--- src/hw/rtl/pfr_pkg.sv ---
// ----------------------------------------------------------------------------
// pfr_pkg
// Shared constants and types for the frame receiver: receive phases,
// result kinds, configuration register indexes and the result record.
// ----------------------------------------------------------------------------
package pfr_pkg;

  // receive phases
  localparam logic [2:0] PH_SYNC  = 3'd0;
  localparam logic [2:0] PH_DEST  = 3'd1;
  localparam logic [2:0] PH_SRC   = 3'd2;
  localparam logic [2:0] PH_TYPE  = 3'd3;
  localparam logic [2:0] PH_LENHI = 3'd4;
  localparam logic [2:0] PH_LENLO = 3'd5;
  localparam logic [2:0] PH_DATA  = 3'd6;

  // result kinds
  localparam logic [2:0] K_PAYLOAD = 3'd0;
  localparam logic [2:0] K_EMPTY   = 3'd1;
  localparam logic [2:0] K_BADSYNC = 3'd2;
  localparam logic [2:0] K_BADDEST = 3'd3;
  localparam logic [2:0] K_BADSRC  = 3'd4;

  // configuration register indexes
  localparam int unsigned CFG_INDEX_W = 2;
  localparam logic [CFG_INDEX_W-1:0] REG_SYNC   = 2'd0;
  localparam logic [CFG_INDEX_W-1:0] REG_DEST   = 2'd1;
  localparam logic [CFG_INDEX_W-1:0] REG_SOURCE = 2'd2;

  // one result item
  typedef struct packed {
    logic [2:0]  kind;
    logic [7:0]  frame_type;
    logic [15:0] frame_length;
    logic [15:0] index;
    logic [7:0]  data;
    logic        last;
  } result_t;

endpackage

--- src/hw/rtl/phonet_frame_receiver_core.sv ---
// ----------------------------------------------------------------------------
// phonet_frame_receiver_core
// Byte-serial frame receiver: checks sync, destination and source bytes,
// captures type and big-endian length, and reports each payload byte, each empty frame and each failed check.
// ----------------------------------------------------------------------------
// One received byte is accepted per cycle, every cycle, as long as the
// two-entry result buffer (output register plus skid register) has room;
// the result of a byte, when it has one, goes into the output register, or
// into the skid register while the output is stalled. The frame phase
// advances by one step per byte in a single combinational pass. Configuration
// writes are always ready and a write to an index above 2 is dropped.
module phonet_frame_receiver_core (
  input  logic        clk,
  input  logic        rst,
  // configuration write channel
  input  logic        cfg_valid,
  output logic        cfg_ready,
  input  logic [pfr_pkg::CFG_INDEX_W-1:0] cfg_index,
  input  logic [7:0]  cfg_data,
  // received byte channel
  input  logic        in_valid,
  output logic        in_ready,
  input  logic [7:0]  rx_byte,
  // result channel
  output logic        out_valid,
  input  logic        out_ready,
  output logic [2:0]  result_kind,
  output logic [7:0]  frame_type_out,
  output logic [15:0] frame_length_out,
  output logic [15:0] payload_index,
  output logic [7:0]  payload_byte,
  output logic        last
);

  // configuration registers
  logic [7:0] sync_byte;
  logic [7:0] dest_byte;
  logic [7:0] source_byte;

  // frame state
  logic [2:0]  rx_phase;
  logic [7:0]  frame_type;
  logic [15:0] frame_length;
  logic [15:0] byte_count;
  logic [2:0]  rx_phase_next;
  logic [7:0]  frame_type_next;
  logic [15:0] frame_length_next;
  logic [15:0] byte_count_next;

  // result path
  pfr_pkg::result_t res;
  logic             res_push;
  pfr_pkg::result_t out_reg;
  pfr_pkg::result_t skid;
  logic             skid_valid;

  logic        in_fire;
  logic        out_free;
  logic [15:0] count_inc;
  logic [15:0] len_low;

  assign cfg_ready = 1'b1;
  assign in_ready  = !skid_valid;
  assign in_fire   = in_valid && in_ready;
  assign out_free  = !out_valid || out_ready;

  // configuration writes
  always_ff @(posedge clk) begin
    if (rst) begin
      sync_byte   <= 8'd0;
      dest_byte   <= 8'd0;
      source_byte <= 8'd0;
    end else if (cfg_valid) begin
      case (cfg_index)
        pfr_pkg::REG_SYNC:   sync_byte   <= cfg_data;
        pfr_pkg::REG_DEST:   dest_byte   <= cfg_data;
        pfr_pkg::REG_SOURCE: source_byte <= cfg_data;
        default: ;
      endcase
    end
  end

  // one phase step per byte
  assign count_inc = byte_count + 16'd1;
  assign len_low   = {frame_length[15:8], rx_byte};

  always_comb begin
    rx_phase_next     = rx_phase;
    frame_type_next   = frame_type;
    frame_length_next = frame_length;
    byte_count_next   = byte_count;
    res_push          = 1'b0;
    res               = '0;
    res.data          = rx_byte;
    case (rx_phase)
      pfr_pkg::PH_DEST: begin
        if (rx_byte != dest_byte) begin
          rx_phase_next = pfr_pkg::PH_SYNC;
          res.kind      = pfr_pkg::K_BADDEST;
          res_push      = 1'b1;
        end else begin
          rx_phase_next = pfr_pkg::PH_SRC;
        end
      end
      pfr_pkg::PH_SRC: begin
        if (rx_byte != source_byte) begin
          rx_phase_next = pfr_pkg::PH_SYNC;
          res.kind      = pfr_pkg::K_BADSRC;
          res_push      = 1'b1;
        end else begin
          rx_phase_next = pfr_pkg::PH_TYPE;
        end
      end
      pfr_pkg::PH_TYPE: begin
        frame_type_next = rx_byte;
        rx_phase_next   = pfr_pkg::PH_LENHI;
      end
      pfr_pkg::PH_LENHI: begin
        frame_length_next = {rx_byte, 8'h00};
        rx_phase_next     = pfr_pkg::PH_LENLO;
      end
      pfr_pkg::PH_LENLO: begin
        frame_length_next = len_low;
        if (len_low == 16'd0) begin
          rx_phase_next  = pfr_pkg::PH_SYNC;
          res.kind       = pfr_pkg::K_EMPTY;
          res.frame_type = frame_type;
          res.data       = 8'd0;
          res.last       = 1'b1;
          res_push       = 1'b1;
        end else begin
          rx_phase_next = pfr_pkg::PH_DATA;
        end
      end
      pfr_pkg::PH_DATA: begin
        byte_count_next  = count_inc;
        res.kind         = pfr_pkg::K_PAYLOAD;
        res.frame_type   = frame_type;
        res.frame_length = frame_length;
        res.index        = byte_count;
        res.last         = (count_inc == frame_length) || (byte_count >= frame_length);
        res_push         = 1'b1;
        if (res.last) begin
          rx_phase_next = pfr_pkg::PH_SYNC;
        end
      end
      default: begin
        // waiting for sync, also the unused phase code
        if (rx_byte == sync_byte) begin
          byte_count_next = 16'd0;
          rx_phase_next   = pfr_pkg::PH_DEST;
        end else begin
          rx_phase_next = pfr_pkg::PH_SYNC;
          res.kind      = pfr_pkg::K_BADSYNC;
          res_push      = 1'b1;
        end
      end
    endcase
  end

  // frame state registers
  always_ff @(posedge clk) begin
    if (rst) begin
      rx_phase     <= pfr_pkg::PH_SYNC;
      frame_type   <= 8'd0;
      frame_length <= 16'd0;
      byte_count   <= 16'd0;
    end else if (in_fire) begin
      rx_phase     <= rx_phase_next;
      frame_type   <= frame_type_next;
      frame_length <= frame_length_next;
      byte_count   <= byte_count_next;
    end
  end

  // output register with skid stage
  always_ff @(posedge clk) begin
    if (rst) begin
      out_valid  <= 1'b0;
      skid_valid <= 1'b0;
    end else if (out_free) begin
      if (skid_valid) begin
        out_valid  <= 1'b1;
        skid_valid <= 1'b0;
      end else begin
        out_valid <= in_fire && res_push;
      end
    end else if (in_fire && res_push) begin
      skid_valid <= 1'b1;
    end
  end

  // result payload, no reset needed
  always_ff @(posedge clk) begin
    if (out_free) begin
      if (skid_valid) begin
        out_reg <= skid;
      end else if (in_fire && res_push) begin
        out_reg <= res;
      end
    end else if (in_fire && res_push) begin
      skid <= res;
    end
  end

  assign result_kind      = out_reg.kind;
  assign frame_type_out   = out_reg.frame_type;
  assign frame_length_out = out_reg.frame_length;
  assign payload_index    = out_reg.index;
  assign payload_byte     = out_reg.data;
  assign last             = out_reg.last;

endmodule
--- config.mk ---
export PLATFORM = sky130hd
export DESIGN_NAME = phonet_frame_receiver_core
export DESIGN_NICKNAME = d
export VERILOG_FILES = /design/src/hw/rtl/pfr_pkg.sv /design/src/hw/rtl/phonet_frame_receiver_core.sv
export SDC_FILE = /design/constraint.sdc
export NUM_CORES = 1
export LEC_CHECK = 0
export BUFFER_PORTS_ARGS = -buffer_cell sky130_fd_sc_hd__buf_4
export CAP_MARGIN = 20
export CORE_MARGIN = 5
export CORE_UTILIZATION = 54
export DETAILED_ROUTE_END_ITERATION = 7
export PLACE_DENSITY_LB_ADDON = 0.05
export SLEW_MARGIN = 15
export SYNTH_ARGS = -nofsm -noshare
export SYNTH_HDL_FRONTEND = slang
export SYNTH_SLANG_ARGS = --single-unit
export TNS_END_PERCENT = 20
--- constraint.sdc ---
create_clock -name clk -period 4.8 [get_ports clk]
set_input_delay 0.48 -clock clk [delete_from_list [all_inputs] [get_ports clk]]
set_output_delay 0.48 -clock clk [all_outputs]
set_load 0.005 [all_outputs]
==> results.sh <==
export IMPL_tritoncts="done"
export IMPL_die_w_um=133.5
export IMPL_synth_net_count=803
export IMPL_timing_clock_skew_ns=0.007549
export IMPL_post_route_ant_nets=0
export IMPL_grt_start_max_net_pins=70
export IMPL_gr_total_overflow=0
export IMPL_async_reset_ff_share_pct=0
export IMPL_htree_levels=4
export IMPL_area_growth_pct=14.98
export IMPL_first_pass_iters=5
export IMPL_place_congestion=0.9018
export IMPL_cp_start_kind="flip-flop"
export IMPL_totalPowerFinal_mw=3.183
export IMPL_count_of_nets_after_finishing=846
export IMPL_syn_area_per_cell_um2=10.81
export IMPL_synth_cell_area_um2=8237
export IMPL_switchingPower_mw=0.7393
export IMPL_worstSkewPairLatency_ns=0.43
export IMPL_min_path_type="in -> reg"
export IMPL_cts_root_buffer_cell="clkbuf_16"
export IMPL_dp_hpwl_mm=13.37
export IMPL_io_buffers=76
export IMPL_r2r_worst_path_cells=6
export IMPL_finalCriticalPeriod_ns=3.478
export IMPL_regToRegStartpoint="rx_phase[0]$_SDFFE_PP0P_"
export IMPL_io_pins=78
export IMPL_routed_via_count=5865
export IMPL_slew_headroom_pct=40.09
export IMPL_category_of_the_most_critical_setup_path="reg -> reg"
export IMPL_cts_repair_timing_setup_buffer_count=0
export IMPL_synth_cell_types=59
export IMPL_synth_enable_flop_cells=104
export IMPL_arrival_ns=3.54
export IMPL_clk_pin_slew_worst_paths_ns=0.07
export IMPL_design_area_um2=9470
export IMPL_antenna_found_initial=0
export IMPL_hold_viol_final=0
export IMPL_power_share_combinational_pct=6.0
export IMPL_final_setup_viol_count=0
export IMPL_cp_endpoint="frame_length_out[5]$_DFFE_PP_"
export IMPL_die_h_um=133.5
export IMPL_start_util_pct=54.59
export IMPL_sequential_fraction_of_the_synthesis_area_pct=54.69
export IMPL_sequentialPowerShare_pct=51.6
export IMPL_drt_iter0_markers=510
export IMPL_globalRouteTotalUtil_pct=21.79
export IMPL_timing_final_crit_share_pct=72.47
export IMPL_ys_dominant_reg_cell="edfxtp_1"
export IMPL_end_kind="flip-flop"
export IMPL_postCtsHoldBufs=0
export IMPL_power_density_nw_per_um2=336.1
export IMPL_synthesis_instances=762
export IMPL_timing_final_max_slew_violations=0
export IMPL_place_area_um2=8885
export IMPL_rsz0062_at_grt="false"
export IMPL_critPathRequiredTime_ns=4.86
export IMPL_power_share_clock_pct=42.5
export IMPL_cts_sinks=173
export IMPL_antennaDiodeCount=0
export IMPL_setup_tns_ns=0
export IMPL_detail_route_wl_per_cell_um=19.03
export IMPL_fp_dieArea_um2=17820
export IMPL_worstMarginPinSlew_ns=0.8947
export IMPL_ys_warnings_count=0
export IMPL_core_area_um2=15090
export IMPL_grt_first_pass_wirelength_mm=30.71
export IMPL_cts_inserted_buffers=17
export IMPL_first_global_vias=5725
export IMPL_maxCapViolCount=0
export IMPL_crit_path_max_fanout=40
export IMPL_drt_drc_violations_left=0
export IMPL_postRouteWirelength_mm=19.14
export IMPL_cts_repair_resize_count=0
export IMPL_power_internal_mw=2.444
export IMPL_max_vdd_ir_drop_mv=0.2282
export IMPL_synth_ff_latch_count=173
export IMPL_floorplan_rows=45
export IMPL_timing_reg2reg_setup_slack_ns=1.32
export IMPL_switching_part_of_the_total_pct=23.22
export IMPL_cts_root_to_sink_buffers=2
export IMPL_r2r_end="frame_length_out[5]$_DFFE_PP_"
export IMPL_maxClockFrequency_ghz=0.2875
export IMPL_power_leakage_nw=3.451
export IMPL_status="completed"
export IMPL_layout_drive_gt1_share_pct=19.19
export IMPL_detail_route_vias_per_cell=5.830
export IMPL_worst_setup_path_startpoint="rx_phase[0]$_SDFFE_PP0P_"
## per-layer routing
layer  global-route usage (%)  share of wire (%)  up-vias
met5                        0                  0        -
met4                    9.029                2.6        0
met3                    3.890                3.6       32
met2                    37.22                 50      152
met1                    27.41                 44     2825
li1                         -                  -     2856
## layout make-up
type	instances	area [µm²]
inverter	20	75.07
tap	188	235.2
timing repair buffer	84	643.1
multi-input combinational	509	3427
fill	1270	5619
clock inverter	15	160.2
sequential	173	4504
clock buffer	17	425.4
## cell usage after synthesis (18+ instances only)
master      n  area (µm²)
edfxtp_1  104        3123
o31ai_1    19       142.6
inv_1      19       71.32
ha_1       18       225.2
mux2i_1    32       320.3
mux2_2     34       382.9
o21ai_0    19       95.09
a21oi_1    30       150.1
nand3_1    18       90.09
nor3_1     18       90.09
nand2_1    53       198.9
clkbuf_1   39       146.4
dfxtp_1    69        1381
and2_1     28       175.2
xnor2_1    37       324.1
nor2_1     78       292.8
## cells by family after synthesis
group                    synth area share [%]
AO/OA/AOI/OAI                           9.965
XOR/XNOR                                4.679
adder cells (fa/ha/maj)                 2.734
buffers and inverters                   3.995
flip-flops                              54.69
multiplexers                            8.537
other                                 0.04553
AND/OR/NAND/NOR                         15.36
## cells in the final DEF, fill, tap and decap left out, drive strengths merged, types with 7 or more instances in the layout
cell	netlist	routed
inv	20	25
xor2	7	7
mux2i	32	32
nand4	14	14
clkbuf	39	17
nand3	19	19
xnor2	37	37
nor3	18	18
o31ai	19	19
and2	28	28
buf	21	84
ha	18	18
nand2	53	53
edfxtp	104	104
nor4	12	12
nor2	78	78
mux2	34	34
a21oi	30	30
a22oi	10	10
dfxtp	69	69
a31oi	9	9
o21ai	21	21
## per-stage QoR
stage               util, %  setup WS [ns]  hold slack (ns)  instances
finish                62.76          1.322           0.3033       1006
global placement      58.88          1.394           0.4670        974
floorplan                 -         0.2347           0.4555        762
global route          62.76          1.063           0.2905       1006
CTS                   62.76          1.319           0.2925       1006
detailed placement    58.88          1.304           0.4861        974
## power by group through the flow
stage	Combinational [mW]	Sequential [mW]	Clock (mW)
after floorplan	0.0946	1.68	0
after detailed placement	0.192	1.68	0
after global placement	0.189	1.67	0
after CTS	0.193	1.64	1.38
after global routing	0.206	1.65	1.45
final	0.190	1.64	1.35
## sequential cells by signal, summed over array words and instances, names as in the netlist, 16 cells and up
name,cells
byte_count,16
payload_index,16
skid,52
frame_length,16
frame_length_out,16
## worst min-delay path by stage
| stage | endpoint | slack [ns] | start | cells after the start |
|---|---|---|---|---|
| final | dest_byte[2]$_SDFFE_PP0P_ | 0.30 | cfg_data[2] | 3 |
| after global routing | source_byte[2]$_SDFFE_PP0P_ | 0.29 | cfg_data[2] | 3 |
| after CTS | dest_byte[2]$_SDFFE_PP0P_ | 0.29 | cfg_data[2] | 3 |
| after detailed placement | frame_type[0]$_SDFFE_PP0P_ | 0.49 | frame_type[0]$_SDFFE_PP0P_ | 2 |
| after global placement | frame_type[0]$_SDFFE_PP0P_ | 0.47 | frame_type[0]$_SDFFE_PP0P_ | 2 |
| after floorplan | frame_type[0]$_SDFFE_PP0P_ | 0.46 | frame_type[0]$_SDFFE_PP0P_ | 2 |
## critical path, stage by stage, from the launching register on
cell and delay (ns):
dfxtp_1 0.64, nand3_1 0.43, o21ai_1 0.59, nand4b_1 0.21
nand2_1 0.15, a21boi_4 0.47, buf_4 0.59
No activity file was read; power rests on OpenSTA's default activity.
